`config.mk`:
```
export PLATFORM = sky130hd
export DESIGN_NAME = modbus_rtu_frame_parser_top
export DESIGN_NICKNAME = d
export VERILOG_FILES = /design/src/rtl/core/mrfp_pkg.sv /design/src/rtl/core/modbus_rtu_frame_parser_top.sv /design/src/rtl/core/mrfp_crc16.sv /design/src/rtl/core/mrfp_frame_fsm.sv /design/src/rtl/core/mrfp_out_reg.sv
export SDC_FILE = /design/constraint.sdc
export NUM_CORES = 1
export LEC_CHECK = 0
export ABC_CLOCK_PERIOD_IN_PS = 8000
export BUFFER_PORTS_ARGS = -buffer_cell sky130_fd_sc_hd__buf_2
export CAP_MARGIN = 20
export CELL_PAD_IN_SITES_DETAIL_PLACEMENT = 0
export CELL_PAD_IN_SITES_GLOBAL_PLACEMENT = 1
export CORE_MARGIN = 2
export CORE_UTILIZATION = 43
export DETAILED_ROUTE_END_ITERATION = 8
export HOLD_SLACK_MARGIN = 0.02
export PLACE_DENSITY = 0.82
export SLEW_MARGIN = 10
export SYNTH_ARGS = -nofsm -noshare
export SYNTH_HDL_FRONTEND = slang
export SYNTH_SLANG_ARGS = --single-unit
export TNS_END_PERCENT = 20
```
`constraint.sdc`:
```
create_clock -name clk -period 8 [get_ports clk]
set_clock_uncertainty 0.1 [all_clocks]
set_input_delay 2.4 -clock clk [delete_from_list [all_inputs] [get_ports clk]]
set_output_delay 2.4 -clock clk [all_outputs]
set_load 0.05 [all_outputs]
```
`src/rtl/core/mrfp_pkg.sv`:
```
// Shared widths, constants and result type of the Modbus RTU frame parser.
// Depends on nothing.
`timescale 1ns / 1ps

package mrfp_pkg;

  localparam int DATA_W      = 8;
  localparam int CNT_W       = 4;
  localparam int CRC_W       = 16;
  localparam int PAYLOAD_W   = 64;
  localparam int IN_TDATA_W  = 8;
  localparam int OUT_TDATA_W = 104;
  localparam int CFG_IDX_W   = 1;
  localparam int CFG_DATA_W  = 4;

  localparam logic [CFG_IDX_W-1:0] REG_READ_LEN  = 1'd0;
  localparam logic [CFG_IDX_W-1:0] REG_WRITE_LEN = 1'd1;

  localparam logic [CFG_DATA_W-1:0] READ_LEN_RST  = 4'd1;
  localparam logic [CFG_DATA_W-1:0] WRITE_LEN_RST = 4'd4;

  localparam logic [DATA_W-1:0] FC_READ_HOLDING = 8'h03;
  localparam logic [DATA_W-1:0] FC_READ_INPUT   = 8'h04;
  localparam logic [DATA_W-1:0] FC_WRITE_SINGLE = 8'h06;

  localparam logic [CRC_W-1:0] CRC_INIT = 16'hFFFF;
  localparam logic [CRC_W-1:0] CRC_POLY = 16'hA001;

  typedef struct packed {
    logic                 crc_ok;
    logic [CRC_W-1:0]     received_crc;
    logic [PAYLOAD_W-1:0] payload;
    logic [CNT_W-1:0]     data_count;
    logic [DATA_W-1:0]    function_code;
    logic [DATA_W-1:0]    slave_addr;
  } mrfp_result_t;

endpackage

```
`src/rtl/core/modbus_rtu_frame_parser_top.sv`:
```
// Top level of the Modbus RTU frame parser: input register, config registers,
// frame walker and result register. Depends on mrfp_pkg, mrfp_frame_fsm, mrfp_out_reg.
`timescale 1ns / 1ps

// Modbus RTU frame parser. Feed one received byte per item on the in_ channel:
// address, function code, data bytes, then the CRC low byte and high byte.
// Function codes 0x03 and 0x04 take read_len data bytes, 0x06 takes write_len
// (a length of zero counts as one, above MAX_DATA it saturates); any other
// code drops the frame and the next byte starts a new frame as its address.
// After the CRC high byte one item leaves on the out_ channel with the address,
// function code, data count, packed data, received CRC and a CRC-match flag.
// The CRC-16 (seed 0xFFFF, reflected poly 0xA001) runs over address, function
// and data bytes. Rate: one byte per clock unless a result stalls in the output
// register. Each byte is held in the input register, then the byte-wide CRC network
// and frame walker update the state in one step; out_tvalid rises in the cycle after
// the walker takes the last byte of a frame, which needs a free output register.
// in_tready drops only while a result waits in the output register and the input
// register is full. Write read_len (index 0) and write_len (index 1) between frames;
// a frame uses the length latched when its function code was taken.

module modbus_rtu_frame_parser_top #(
  parameter int MAX_DATA = 8
) (
  input  logic                              clk,
  input  logic                              rst_n,
  // in_tdata: rx_byte[7:0]
  input  logic                              in_tvalid,
  output logic                              in_tready,
  input  logic [mrfp_pkg::IN_TDATA_W-1:0]   in_tdata,
  // out_tdata: slave_addr[7:0], function_code[15:8], data_count[19:16],
  // payload[83:20], received_crc[99:84], crc_ok[100], zero[103:101]
  output logic                              out_tvalid,
  input  logic                              out_tready,
  output logic [mrfp_pkg::OUT_TDATA_W-1:0]  out_tdata,
  input  logic                              cfg_we,
  input  logic [mrfp_pkg::CFG_IDX_W-1:0]    cfg_addr,
  input  logic [mrfp_pkg::CFG_DATA_W-1:0]   cfg_wdata
);
  import mrfp_pkg::*;

  logic                  stage_valid_r, stage_valid_nxt;
  logic [DATA_W-1:0]     stage_byte_r;
  logic [CFG_DATA_W-1:0] read_len_r, read_len_nxt;
  logic [CFG_DATA_W-1:0] write_len_r, write_len_nxt;
  logic                  out_free;
  logic                  step;
  logic                  res_valid;
  mrfp_result_t          res;

  // Advance the input register whenever its byte can be consumed.
  assign in_tready = !stage_valid_r || out_free;
  assign step      = stage_valid_r && out_free;

  always_comb begin
    stage_valid_nxt = stage_valid_r;
    if (in_tready) begin
      stage_valid_nxt = in_tvalid;
    end
  end

  always_comb begin
    read_len_nxt  = read_len_r;
    write_len_nxt = write_len_r;
    if (cfg_we) begin
      unique case (cfg_addr)
        REG_READ_LEN:  read_len_nxt  = cfg_wdata;
        REG_WRITE_LEN: write_len_nxt = cfg_wdata;
        default: begin
        end
      endcase
    end
  end

  always_ff @(posedge clk) begin
    if (!rst_n) begin
      stage_valid_r <= 1'b0;
      read_len_r    <= READ_LEN_RST;
      write_len_r   <= WRITE_LEN_RST;
    end else begin
      stage_valid_r <= stage_valid_nxt;
      read_len_r    <= read_len_nxt;
      write_len_r   <= write_len_nxt;
    end
  end

  // Hold the byte until the frame walker takes it.
  always_ff @(posedge clk) begin
    if (in_tready && in_tvalid) begin
      stage_byte_r <= in_tdata[DATA_W-1:0];
    end
  end

  mrfp_frame_fsm #(
    .MAX_DATA (MAX_DATA)
  ) u_fsm (
    .clk       (clk),
    .rst_n     (rst_n),
    .step      (step),
    .rx_byte   (stage_byte_r),
    .read_len  (read_len_r),
    .write_len (write_len_r),
    .res_valid (res_valid),
    .res       (res)
  );

  mrfp_out_reg u_out (
    .clk        (clk),
    .rst_n      (rst_n),
    .res_valid  (res_valid),
    .res        (res),
    .free       (out_free),
    .out_tvalid (out_tvalid),
    .out_tready (out_tready),
    .out_tdata  (out_tdata)
  );

endmodule

```
`src/rtl/core/mrfp_crc16.sv`:
```
// Byte-wide CRC-16 update, reflected polynomial, LSB first.
// Depends on mrfp_pkg.
`timescale 1ns / 1ps

module mrfp_crc16 (
  input  logic [mrfp_pkg::CRC_W-1:0]  crc_in,
  input  logic [mrfp_pkg::DATA_W-1:0] data_in,
  output logic [mrfp_pkg::CRC_W-1:0]  crc_out
);
  import mrfp_pkg::*;

  always_comb begin
    logic [CRC_W-1:0] c;
    c = crc_in ^ {{(CRC_W-DATA_W){1'b0}}, data_in};
    for (int k = 0; k < DATA_W; k++) begin
      if (c[0]) begin
        c = (c >> 1) ^ CRC_POLY;
      end else begin
        c = c >> 1;
      end
    end
    crc_out = c;
  end

endmodule

```
`src/rtl/core/mrfp_frame_fsm.sv`:
```
// Frame walker: phase control, running CRC, data capture and result forming.
// Depends on mrfp_pkg and mrfp_crc16.
`timescale 1ns / 1ps

module mrfp_frame_fsm #(
  parameter int MAX_DATA = 8
) (
  input  logic                            clk,
  input  logic                            rst_n,
  input  logic                            step,
  input  logic [mrfp_pkg::DATA_W-1:0]     rx_byte,
  input  logic [mrfp_pkg::CFG_DATA_W-1:0] read_len,
  input  logic [mrfp_pkg::CFG_DATA_W-1:0] write_len,
  output logic                            res_valid,
  output mrfp_pkg::mrfp_result_t          res
);
  import mrfp_pkg::*;

  localparam int IDX_W = (MAX_DATA > 1) ? $clog2(MAX_DATA) : 1;
  localparam logic [CNT_W-1:0] MAX_CNT = CNT_W'(MAX_DATA);

  typedef enum logic [4:0] {
    PH_IDLE   = 5'b00001,
    PH_FUNC   = 5'b00010,
    PH_DATA   = 5'b00100,
    PH_CRC_LO = 5'b01000,
    PH_CRC_HI = 5'b10000
  } phase_t;

  phase_t             phase_r, phase_nxt;
  logic [DATA_W-1:0]  addr_r, addr_nxt;
  logic [DATA_W-1:0]  func_r, func_nxt;
  logic [CNT_W-1:0]   count_r, count_nxt;
  logic [CNT_W-1:0]   target_r, target_nxt;
  logic [CRC_W-1:0]   crc_r, crc_nxt;
  logic [DATA_W-1:0]  crc_lo_r, crc_lo_nxt;
  logic [DATA_W-1:0]  store_r [MAX_DATA];
  logic               store_we;

  logic [CRC_W-1:0]   crc_base;
  logic [CRC_W-1:0]   crc_fed;
  logic [CRC_W-1:0]   rx_crc;
  logic [CNT_W-1:0]   count_inc;

  function automatic logic [CNT_W-1:0] clamp_len(input logic [CFG_DATA_W-1:0] v);
    logic [CNT_W-1:0] r;
    r = CNT_W'(v);
    if (r == '0) begin
      r = CNT_W'(1);
    end else if (r > MAX_CNT) begin
      r = MAX_CNT;
    end
    return r;
  endfunction

  // An address byte always restarts the CRC from its seed.
  assign crc_base = (phase_r == PH_FUNC || phase_r == PH_DATA) ? crc_r : CRC_INIT;

  mrfp_crc16 u_crc (
    .crc_in  (crc_base),
    .data_in (rx_byte),
    .crc_out (crc_fed)
  );

  assign rx_crc    = {rx_byte, crc_lo_r};
  assign count_inc = count_r + CNT_W'(1);

  always_comb begin
    phase_nxt  = phase_r;
    addr_nxt   = addr_r;
    func_nxt   = func_r;
    count_nxt  = count_r;
    target_nxt = target_r;
    crc_nxt    = crc_r;
    crc_lo_nxt = crc_lo_r;
    store_we   = 1'b0;
    res_valid  = 1'b0;
    if (step) begin
      unique case (phase_r)
        PH_FUNC: begin
          func_nxt  = rx_byte;
          count_nxt = '0;
          case (rx_byte) inside
            FC_READ_HOLDING, FC_READ_INPUT: begin
              target_nxt = clamp_len(read_len);
              crc_nxt    = crc_fed;
              phase_nxt  = PH_DATA;
            end
            FC_WRITE_SINGLE: begin
              target_nxt = clamp_len(write_len);
              crc_nxt    = crc_fed;
              phase_nxt  = PH_DATA;
            end
            default: begin
              phase_nxt = PH_IDLE;
            end
          endcase
        end
        PH_DATA: begin
          store_we  = (count_r < MAX_CNT);
          count_nxt = count_inc;
          crc_nxt   = crc_fed;
          if (count_inc >= target_r) begin
            phase_nxt = PH_CRC_LO;
          end
        end
        PH_CRC_LO: begin
          crc_lo_nxt = rx_byte;
          phase_nxt  = PH_CRC_HI;
        end
        PH_CRC_HI: begin
          res_valid = 1'b1;
          phase_nxt = PH_IDLE;
        end
        default: begin
          addr_nxt  = rx_byte;
          crc_nxt   = crc_fed;
          phase_nxt = PH_FUNC;
        end
      endcase
    end
  end

  always_comb begin
    res               = '0;
    res.slave_addr    = addr_r;
    res.function_code = func_r;
    res.data_count    = count_r;
    res.received_crc  = rx_crc;
    res.crc_ok        = (crc_r == rx_crc);
    for (int i = 0; i < MAX_DATA; i++) begin
      if (CNT_W'(i) < count_r) begin
        res.payload[DATA_W*i +: DATA_W] = store_r[i];
      end
    end
  end

  always_ff @(posedge clk) begin
    if (!rst_n) begin
      phase_r  <= PH_IDLE;
      addr_r   <= '0;
      func_r   <= '0;
      count_r  <= '0;
      target_r <= '0;
      crc_r    <= CRC_INIT;
      crc_lo_r <= '0;
    end else begin
      phase_r  <= phase_nxt;
      addr_r   <= addr_nxt;
      func_r   <= func_nxt;
      count_r  <= count_nxt;
      target_r <= target_nxt;
      crc_r    <= crc_nxt;
      crc_lo_r <= crc_lo_nxt;
    end
  end

  // Data bytes need no reset: only bytes written in the current frame are read.
  always_ff @(posedge clk) begin
    if (store_we) begin
      store_r[count_r[IDX_W-1:0]] <= rx_byte;
    end
  end

endmodule

```
`src/rtl/core/mrfp_out_reg.sv`:
```
// Result register of the frame parser with stream handshake and packing.
// Depends on mrfp_pkg.
`timescale 1ns / 1ps

module mrfp_out_reg (
  input  logic                               clk,
  input  logic                               rst_n,
  input  logic                               res_valid,
  input  mrfp_pkg::mrfp_result_t             res,
  output logic                               free,
  output logic                               out_tvalid,
  input  logic                               out_tready,
  output logic [mrfp_pkg::OUT_TDATA_W-1:0]   out_tdata
);
  import mrfp_pkg::*;

  localparam int RES_W = $bits(mrfp_result_t);

  logic         valid_r, valid_nxt;
  mrfp_result_t data_r;

  assign free = !valid_r || out_tready;

  always_comb begin
    valid_nxt = valid_r;
    if (free) begin
      valid_nxt = res_valid;
    end
  end

  always_ff @(posedge clk) begin
    if (!rst_n) begin
      valid_r <= 1'b0;
    end else begin
      valid_r <= valid_nxt;
    end
  end

  always_ff @(posedge clk) begin
    if (free && res_valid) begin
      data_r <= res;
    end
  end

  assign out_tvalid = valid_r;
  assign out_tdata  = {{(OUT_TDATA_W-RES_W){1'b0}}, data_r};

endmodule

```
; After elaboration in Yosys (flattened, before gate mapping)
; Memories as Yosys holds them, arrays and structs flattened. A register that Yosys moved wholly into a read port is not among the register bits.
; Index checks and enable logic that the tools add are counted.
[word_totals]
out_inout_bits = 106
input_bits = 18
mem_count = 1
ff_bits = 108
mem_bits_rw = 64
elab_cells = 114
[memory_table]
columns = name, depth, word_bits, read_ports, rd_ports_with_merged_regs, wr, line_no
row1 = u_fsm.store_r, 8, 8, 8, 8, 1, mrfp_frame_fsm.sv:37  ; logic [DATA_W-1:0] store_r [MAX_DATA];
[classes]
muxes = 29
add_sub_neg = 1
n_bitwise = 12
reduce_logical = 32
n_eq_ne = 10
order_cmp = 12
[op_table]
columns = op, n
row1 = 16-bit 2-to-1 mux, 11
row2 = 16-bit one-hot mux with 2 select lines, 1
row3 = 4-bit 2-to-1 mux, 6
row4 = 2-bit inverter with 3-bit output, 8
row5 = 5-bit one-hot mux with 4 select lines, 1
row6 = 16-bit == test, 1
row7 = 8-bit by 3-bit == test with 1-bit output (second input constant), 2
row8 = 3-bit by 4-bit less-than comparator with 1-bit output (first input constant), 4
row9 = 16-bit by 8-bit bitwise XOR with 16-bit output, 1
row10 = 2-bit AND reduction, 7
row11 = 1-bit zero test, 10
row12 = 5-bit 2-to-1 mux, 2
row13 = 8-bit by 2-bit == test with 1-bit output (second input constant), 1
row14 = 4-bit > comparator (second input constant), 2
row15 = 4-bit zero test, 2
row16 = 1-bit by 4-bit less-than comparator with 1-bit output (first input constant), 2
row17 = 2-bit by 4-bit less-than comparator with 1-bit output (first input constant), 2
row18 = 4-bit one-hot mux with 2 select lines, 1
row19 = 1-bit 2-to-1 mux, 6
row20 = 3-bit AND reduction, 2
row21 = 5-bit by 2-bit == test with 1-bit output (second input constant), 1
row22 = 5-bit by 3-bit == test with 1-bit output (second input constant), 1
row23 = 5-bit by 4-bit == test with 1-bit output (second input constant), 1
row24 = 5-bit == test (second input constant), 1
row25 = 12 further kinds, 20

; Longest topological paths before layout
; Gate-level depths: netlist of run 1.
[depth]
word_depth = 23
mapped_depth = 9
ltp_nobuf = 8

; By module
; Synthesis of run 1 repeated with hierarchy kept, for this count alone.
[hier_totals]
cells_unflattened = 634
hier_area_um2 = 9157.5
[modules_own_cells]
columns = mod, area_each_um2, cells_each, seq_area_each_um2, n_inst
row1 = mrfp_frame_fsm, 5146.2, 448, 2982.9, 1
row2 = mrfp_out_reg, 3116.7, 110, 3052.9, 1
row3 = modbus_rtu_frame_parser_top, 610.6, 47, 420.4, 1
row4 = mrfp_crc16, 284.0, 29, 0.0, 1

; Worst setup path after synthesis of run 1
; OpenSTA, ideal clock, no wires.
[synth_timing]
path_type = input to register
start = in out_tready
end = reg u_out.data_r (netlist bit u_out.out_tdata[0]) (enable)
stages = 4
setup_time_ps = 563
n_path_buf = 1
slack_ps = 274
required_time_ps = 7337
arrival_time_ps = 7063
cell_sequence = nor2b_1 > nand2b_1 > clkbuf_1 > nor2_1
[synth_between]
elab_chain_cells = 4
[synth_rtl]
columns = element, line_no
row1 = start: declaration, modbus_rtu_frame_parser_top.sv:33  ; input logic out_tready,
row2 = 1-bit logical OR (*), mrfp_out_reg.sv:22  ; assign free = !valid_r || out_tready;
row3 = 1-bit logical AND, modbus_rtu_frame_parser_top.sv:52  ; assign step = stage_valid_r && out_free;
row4 = 1-bit 2-to-1 mux, mrfp_frame_fsm.sv:78  ; if (step) begin
row5 = 1-bit logical AND (*), mrfp_out_reg.sv:40  ; if (free && res_valid) begin
row6 = end signal: assignment, mrfp_out_reg.sv:41  ; data_r <= res;
row7 = end: declaration, mrfp_out_reg.sv:20  ; mrfp_result_t data_r;
; Every way passes the cells marked *; elsewhere a longest branch is shown, timed or not.
; A chain may end at the register's enable or synchronous reset.

; Worst setup path after layout of run 1
[layout_timing]
start = in out_tready
end = out in_tready
[layout_between]
elab_chain_cells = 2
[layout_rtl]
columns = element, line_no
row1 = 1-bit logical OR, mrfp_out_reg.sv:22
row2 = 1-bit logical OR, modbus_rtu_frame_parser_top.sv:51  ; assign in_tready = !stage_valid_r || out_free;
row3 = end: declaration, modbus_rtu_frame_parser_top.sv:28  ; output logic in_tready,
; No other way between the ends.

==> run summary, run 1 <==
Max cap viols: 0
Worst EP arrival: 3.09 ns
Fin crit share: 0.699
Syn Area/Cell: 14.5 sq um
H-Tree Depth: 1
Root buffer cell: clkbuf_16
CTS tree: done
Core area: 0.0210 sq mm
Routability cong.: 0.757
First-pass GRT wire length: 26.5 mm
Detail Route Antenna Nets: 0
Num rows: 53
Post-synthesis cell count: 631
Crit path max fanout: 5
Cell variety after synth: 49
CP required: 5.50 ns
#FFs+latches synth: 236
GR Util All Layers: 0.153
WL final: 17.4 mm
Pre-Repair DR Iteration Count: 4
Final Slew Violations: 0
Total gr overflow: 0
Total power: 2590 uW
Worst relative slew slack: 0.295
Minimum clock period: 5.59 ns
Die Width: 150 microns
Vias in the first global route: 4692
Hold Buf Count CTS: 0
Pwr Density: 239 mW/mm^2
Clock slew at reported path FFs: 0.06 ns
Antenna cell count: 0
Die height: 150 microns
Commonest non-fill, non-tap cell in the layout: edfxtp_1
Die area: 0.0225 sq mm
Total CTS buffers: 24
DR vias: 4992
Post-synth EDFFs: 173
Hold_sp: u_fsm.func_r[5]
Pre-CTS WS: 2.42 ns
Worst-margin pin slew: 1.06 ns
Share of layout cells above drive strength 1: 0.252
Status: finished clean
Flop pwr share: 0.516
RSZ-0062 raised after global routing: no
Area Growth Syn to Fin: 18.3%
Final setup fails: 0
Boundary Pins: 124
Worst vdd ir: 0.117 mV
Clock Sinks: 236
Commonest cells after routing, fill and taps aside: edfxtp_1, buf_2, nor2b_1
Clk pwr share: 0.434
Sequential area share after synthesis: 0.704
Ys flop type: edfxtp_1
Fmax: 0.179 GHz
Worst Slack Setup Final: 2.41 ns
DP HPWL: 11.1 mm
Post-CTS Setup Repair Bufs: 0
Psw: 537 uW
Async S/R FF share, synth: 0
Hold crit path type: reg2reg
Worst setup path category: in2out
CTS resizes: 0
Comb power frac: 0.050
Final setup TNS: 0 ns
Power Internal: 2060 uW
Initial Util: 0.438
CP Capture Type: output pin
DRT iter0 DRCs: 301
Largest net degree at the start of global routing: 78
CP Launch Type: input pin
PortBufs: 120
Final instance area: 0.0109 sq mm
Leak Pwr: 0.00378 uW
Residual DRC count: 0
Clock Latency Late Sink: 0.50 ns
Net Sw Frac: 0.207
Worst reg2reg path startpoint: u_out.out_tvalid
Average wire per standard cell: 16.6 microns
Placed Area: 0.0100 sq mm
Final Hold Viols: 0
Fin nets: 781
Vias per cell: 4.76
Cell Area, Synth: 0.00918 sq mm
Synth warn: 0
Initial antenna violation count: 0
Crit. Startpoint: out_tready
Clock Tree Buf Depth: 3
## worst max-delay path, stage by stage
cell	delay [ns]
buf_2	0.09
nor2b_1	0.27
nand2_1	0.10
buf_2	0.22
## final timing paths
path                          to  slack, ns  cells after the start
max reg2reg   u_out.out_tdata[5]       5.06                      4
min reg2reg  u_out.out_tdata[13]       0.33                      0
min          u_out.out_tdata[13]       0.33                      0
max                    in_tready       2.41                      4
## metal layers
metal / vias up / track usage / share of wire
met5: - / 0 / 0
met4: 0 / 0.0316 / 0.016
met2: 142 / 0.235 / 0.46
li1: 2477 / - / -
met3: 24 / 0.0271 / 0.062
met1: 2349 / 0.229 / 0.47
## logic make-up after synthesis
family | share of synthesized area
xor+xnor | 0.0559
simple gates | 0.129
other cells | 0.000409
fa+ha+maj | 0.00954
mux | 0.0262
compound gates | 0.0510
flops | 0.704
buf+inv | 0.0241
## area by class of cell
type | count | area [sq um]
Fill cell | 1798 | 10100
Sequential cell | 236 | 6460
Multi-Input combinational cell | 356 | 2510
Timing Repair Buffer | 130 | 696
Clock buffer | 28 | 647
Tap cell | 275 | 344
Clock inverter | 16 | 171
Inverter | 8 | 30.0
## state kept, by name (all words and copies together), names as in the netlist, 5 cells and up
| name | count |
|---|---|
| u_fsm.func_r | 8 |
| u_fsm.addr_r | 8 |
| u_fsm.crc_lo_r | 8 |
| u_out.out_tdata | 101 |
| u_fsm.store_r | 64 |
| u_fsm.phase_r | 5 |
| stage_byte_r | 8 |
| u_fsm.crc_r | 16 |
## power by group through the flow
stage                     clock network [uW]  registers [uW]  logic [uW]
final                                   1120            1340         130
after global routing                    1200            1340         143
after CTS                               1150            1340         131
after detailed placement                   0            1360         130
after global placement                     0            1360         129
after floorplan                            0            1360        99.7
## per-stage QoR
stage                     hold slack (ns)  utilization  instances
after floorplan                     0.306            -        633
after global placement              0.314        0.478       1004
after detailed placement            0.314        0.478       1004
after CTS                           0.336        0.517       1048
after global routing                0.346        0.518       1049
final                               0.333        0.518       1049
## Yosys cell counts, types with 2 or more instances
master | n | area [sq um]
edfxtp_1 | 173 | 5190
nor2b_1 | 87 | 544
dfxtp_1 | 63 | 1260
nand2_1 | 38 | 143
xnor2_1 | 37 | 324
mux2i_1 | 24 | 240
nor2_1 | 24 | 90.1
clkbuf_1 | 16 | 60.1
nor3_1 | 12 | 60.1
xor2_1 | 12 | 105
a21boi_0 | 11 | 82.6
and2_1 | 11 | 68.8
o211ai_2 | 11 | 138
nand3_1 | 9 | 45.0
buf_2 | 8 | 40.0
inv_1 | 8 | 30.0
ha_1 | 7 | 87.6
nand2_2 | 6 | 37.5
nand2b_1 | 6 | 37.5
a21oi_1 | 5 | 25.0
nand3b_1 | 5 | 37.5
o21ai_1 | 5 | 25.0
buf_6 | 4 | 45.0
nand4_1 | 4 | 25.0
o21ai_0 | 4 | 20.0
a211oi_1 | 3 | 22.5
a22oi_1 | 3 | 22.5
buf_4 | 3 | 22.5
o211a_1 | 3 | 30.0
xnor3_1 | 3 | 67.6
a21boi_1 | 2 | 15.0
a21o_1 | 2 | 15.0
a311oi_1 | 2 | 17.5
nor3_4 | 2 | 32.5
nor3b_1 | 2 | 15.0
nor4_1 | 2 | 12.5
o21a_1 | 2 | 15.0
Note: power is estimated with default switching activity, not from simulation.
==> run 2, diff against run 1 <==
--- a/config.mk
+++ b/config.mk
@@ -5,7 +5,7 @@
 export SDC_FILE = /design/constraint.sdc
 export NUM_CORES = 1
 export LEC_CHECK = 0
-export ABC_CLOCK_PERIOD_IN_PS = 8000
+export ABC_CLOCK_PERIOD_IN_PS = 4500
 export BUFFER_PORTS_ARGS = -buffer_cell sky130_fd_sc_hd__buf_2
 export CAP_MARGIN = 20
 export CELL_PAD_IN_SITES_DETAIL_PLACEMENT = 0
==> constraint.sdc (replaced) <==
create_clock -name clk -period 4.5 [get_ports clk]
set_clock_uncertainty 0.1 [all_clocks]
set_input_delay 1.35 -clock clk [delete_from_list [all_inputs] [get_ports clk]]
set_output_delay 1.35 -clock clk [all_outputs]
set_load 0.05 [all_outputs]
==> run 2 against run 1 <==
Effect of this change: final cell count about the same; clock power increased by 83%; power increased by 80%; sequential share of layout area about the same; sequential power increased by 78%; hold slack got worse by 0.0045 ns; combinational power increased by 67%; clock-buffer cell count increased by 5; global-route usage increased by 0.24 points; flip-flop and latch count unchanged; critical path depth unchanged; non-clock buffer count unchanged; critical endpoint unchanged.
==> run summary, run 2 (synthesized netlist as in run 1, its figures left out) <==
CP Launch Type: input pin
Status: finished clean
Hold Crit Depth: 0
Vias in the first global route: 4778
Die Width: 150 microns
GR Util All Layers: 0.155
Final setup fails: 0
Worst-margin pin slew: 0.986 ns
H-Tree Depth: 1
Detail Route Antenna Nets: 0
Flop pwr share: 0.513
PortBufs: 120
Clock Latency Late Sink: 0.51 ns
Boundary Pins: 124
RSZ-0062 raised after global routing: no
Max reg flops: 101
Reg area: 0.00646 sq mm
Commonest non-fill, non-tap cell in the layout: edfxtp_1
Max cap viols: 0
Multi-input gate area: 0.00251 sq mm
Worst EP arrival: 2.14 ns
Pre-Repair DR Iteration Count: 5
First-pass GRT wire length: 26.8 mm
DRT iter0 DRCs: 276
Antenna cell count: 0
Die height: 150 microns
WL final: 17.6 mm
Post-CTS Setup Repair Bufs: 0
Average wire per standard cell: 16.7 microns
Net Sw Frac: 0.208
Minimum clock period: 3.59 ns
FF-to-FF path depth: 8
Root buffer cell: clkbuf_16
Die area: 0.0225 sq mm
Psw: 971 uW
Clock Sinks: 236
Clk pwr share: 0.440
DR vias: 5038
Largest net degree at the start of global routing: 79
Power Internal: 3690 uW
Core area: 0.0210 sq mm
Fin crit share: 0.797
Initial antenna violation count: 0
Fin nets: 782
Num rows: 53
CP required: 3.05 ns
Fmax: 0.279 GHz
Fillers: 1783
Commonest cells after routing, fill and taps aside: edfxtp_1, buf_2, nor2b_1
Routability cong.: 0.755
Clock Tree Buf Depth: 3
CTS resizes: 0
Hold Slack: 0.329 ns
Total gr overflow: 0
Post-placement cell count: 1004
Crit path max fanout: 5
Total CTS buffers: 25
CTS tree: done
Final setup TNS: 0 ns
Area Growth Syn to Fin: 18.4%
DP HPWL: 11.2 mm
Worst vdd ir: 0.226 mV
Leak Pwr: 0.00379 uW
Residual DRC count: 0
Hold crit path type: reg2reg
Vias per cell: 4.80
Pwr Density: 429 mW/mm^2
Clock slew at reported path FFs: 0.05 ns
Share of layout cells above drive strength 1: 0.252
Final Hold Viols: 0
Worst relative slew slack: 0.343
Worst setup path category: in2out
Initial Util: 0.438
Fin cells: 1050
Comb power frac: 0.046
CP Capture Type: output pin
Final Slew Violations: 0
Hold Buf Count CTS: 0
run 2: cell count changes in the layout (fill, tap and decap cells not counted), sizes merged:
cell / previous run / this run
clkinv: 10 / 6
clkbuf: 28 / 33
run 2: routing by layer:
metal  track usage  share of wire  vias to the layer above
met5             0              0                        -
met4        0.0358          0.013                        0
met3        0.0290          0.065                       20
met2         0.240           0.45                      151
met1         0.229           0.48                     2394
li1              -              -                     2473
run 2: final timing paths:
path                                        from                  end  slack [ns]
worst min-delay path             u_fsm.func_r[5]  u_out.out_tdata[13]        0.33
worst max-delay path                  out_tready            in_tready        0.91
worst min register to register   u_fsm.func_r[5]  u_out.out_tdata[13]        0.33
worst max register to register  u_fsm.count_r[1]     u_fsm.phase_r[0]        1.80
run 2: layout make-up:
class	instances	area share
Clock inverter	12	0.0137
Inverter	8	0.00276
Tap cell	275	0.0317
Timing Repair Buffer	130	0.0633
Sequential cell	236	0.594
Multi-Input combinational cell	356	0.231
Clock buffer	33	0.0631
run 2: power groups by stage:
stage | sequential [uW] | clock, uW | combinational [uW]
floorplan | 2420 | 0 | 178
global placement | 2440 | 0 | 214
detailed placement | 2440 | 0 | 215
CTS | 2390 | 2090 | 217
global route | 2400 | 2190 | 236
finish | 2390 | 2050 | 217
run 2: critical path, cell delays in order:
cell,delay (ns)
buf_2,0.10
nor2b_1,0.35
nand2_1,0.12
buf_2,0.23
run 2: through the flow:
step	total power (uW)	worst slack (ns)	util	instance area, sq um
after detailed placement	2650	0.895	0.478	10000
after CTS	4700	0.895	0.518	10800
final	4660	0.912	0.519	10900
after global placement	2650	0.951	0.478	10000
after floorplan	2600	0.668	-	9190
after global routing	4830	0.879	0.519	10900
==> run 3, diff against run 2 <==
--- a/config.mk
+++ b/config.mk
@@ -5,7 +5,7 @@
 export SDC_FILE = /design/constraint.sdc
 export NUM_CORES = 1
 export LEC_CHECK = 0
-export ABC_CLOCK_PERIOD_IN_PS = 4500
+export ABC_CLOCK_PERIOD_IN_PS = 2900
 export BUFFER_PORTS_ARGS = -buffer_cell sky130_fd_sc_hd__buf_2
 export CAP_MARGIN = 20
 export CELL_PAD_IN_SITES_DETAIL_PLACEMENT = 0
==> constraint.sdc (replaced) <==
create_clock -name clk -period 2.9 [get_ports clk]
set_clock_uncertainty 0.1 [all_clocks]
set_input_delay 0.87 -clock clk [delete_from_list [all_inputs] [get_ports clk]]
set_output_delay 0.87 -clock clk [all_outputs]
set_load 0.05 [all_outputs]
==> run 3 against run 2 <==
Effect of this change: power is 52% higher; sequential power is 54% higher; utilization up 0.58 points; register-to-register slack worse by 1.4 ns; non-clock buffer count increased by 20; hold slack gained 0.0011 ns; global-route usage is 0.57 points higher; largest cell class unchanged.
==> run summary, run 3 (synthesized netlist as in run 1, its figures left out) <==
Vias in the first global route: 4899
Worst relative slew slack: 0.464
Average wire per standard cell: 17.1 microns
H-Tree Depth: 1
Post-route core utilization: 0.524
Root buffer cell: clkbuf_16
Max reg flops: 101
Pre-Repair DR Iteration Count: 4
Buffers plus inverters on the worst setup path: 2
DRT iter0 DRCs: 368
Core area: 0.0210 sq mm
Fmax: 0.399 GHz
Area Growth Syn to Fin: 19.7%
Final instance area: 0.0110 sq mm
Net Sw Frac: 0.218
Reg area: 0.00646 sq mm
Commonest cells after routing, fill and taps aside: edfxtp_1, buf_2, nor2b_1
Crit path max fanout: 5
Worst-path cell chain: buf_2 > nor2b_4 > nand2_1 > buf_2
Routability cong.: 0.826
CP max stage cell: buf_2
PortBufs: 120
Fin nets: 802
CP Launch Type: input pin
Fillers: 1733
Largest net degree at the start of global routing: 59
Final setup fails: 0
Share of layout cells above drive strength 1: 0.273
Num rows: 53
Antenna cell count: 0
Clock Latency Late Sink: 0.51 ns
Total CTS buffers: 25
Most Frequent Cell on Critical Path: buf_2
Boundary Pins: 124
Post-CTS Setup Repair Bufs: 0
Multi-input gate area: 0.00253 sq mm
Flop pwr share: 0.520
DP HPWL: 12.1 mm
GR Util All Layers: 0.161
Worst vdd ir: 0.431 mV
Minimum clock period: 2.51 ns
Clock Tree Buf Depth: 3
CP required: 1.93 ns
Worst setup path category: in2out
Total gr overflow: 0
Psw: 1550 uW
Hold crit path type: reg2reg
First-pass GRT wire length: 27.8 mm
Hold Buf Count CTS: 0
Comb power frac: 0.052
Placed Area: 0.0102 sq mm
Leak Pwr: 0.00386 uW
RSZ-0062 raised after global routing: no
Commonest non-fill, non-tap cell in the layout: edfxtp_1
CP top delay family: buffers and inverters
Initial Util: 0.438
CTS resizes: 0
Die area: 0.0225 sq mm
DR vias: 5212
Power Internal: 5550 uW
Initial antenna violation count: 0
CTS tree: done
Detail Route Antenna Nets: 0
Final Slew Violations: 0
Clock Sinks: 236
Clock slew at reported path FFs: 0.06 ns
Worst-margin pin slew: 0.798 ns
Max cap viols: 0
Post-placement cell count: 1025
Fin crit share: 0.864
Clk pwr share: 0.428
Die height: 150 microns
Final Hold Viols: 0
Worst EP arrival: 1.54 ns
Status: finished clean
Residual DRC count: 0
Worst stage delay on the critical path: 0.24 ns
CP Capture Type: output pin
WL final: 18.3 mm
Die Width: 150 microns
Vias per cell: 4.87
Fin cells: 1070
Pwr Density: 646 mW/mm^2
==> run 3: path summary, 6_finish.rpt <==
kind                                       start                  end  slack [ns]  cells past startpoint
worst max register to register  u_fsm.count_r[1]     u_fsm.phase_r[0]        0.40                      8
worst min-delay path             u_fsm.func_r[6]  u_out.out_tdata[14]        0.33                      0
worst min register to register   u_fsm.func_r[6]  u_out.out_tdata[14]        0.33                      0
worst max-delay path                  out_tready            in_tready        0.39                      4
==> run 3: per-stage QoR <==
stage / TNS, ns / power, uW / setup WS (ns) / hold WS [ns]
2_1_floorplan: -29.95 / 4030 / -0.295 / 0.306
3_3_place_gp: 0 / 4130 / 0.296 / 0.316
3_5_place_dp: 0 / 4130 / 0.285 / 0.319
4_1_cts: 0 / 7150 / 0.390 / 0.332
5_1_grt: 0 / 7320 / 0.229 / 0.338
6_report: 0 / 7100 / 0.394 / 0.330
==> run 3: metal layers <==
metal  GRT usage  vias to the layer above  share of wire
met5           0                        -              0
met4      0.0344                        0          0.014
met3      0.0354                       24          0.073
met2       0.244                      183           0.45
met1       0.239                     2493           0.46
li1            -                     2512              -
==> run 3: power groups by stage <==
stage / Combinational (uW) / Clock, uW / Sequential [uW]
2_1_floorplan: 277 / 0 / 3750
3_3_place_gp: 364 / 0 / 3760
3_5_place_dp: 369 / 0 / 3760
4_1_cts: 373 / 3090 / 3690
5_1_grt: 400 / 3230 / 3700
6_report: 369 / 3030 / 3690
==> run 3: cell type report <==
class / count / share of cell area
clock buffers: 29 / 0.0610
clock inverters: 16 / 0.0109
inverters: 8 / 0.00273
multi-input cells: 356 / 0.230
flip-flops and latches: 236 / 0.588
well taps: 275 / 0.0313
repair buffers: 150 / 0.0763
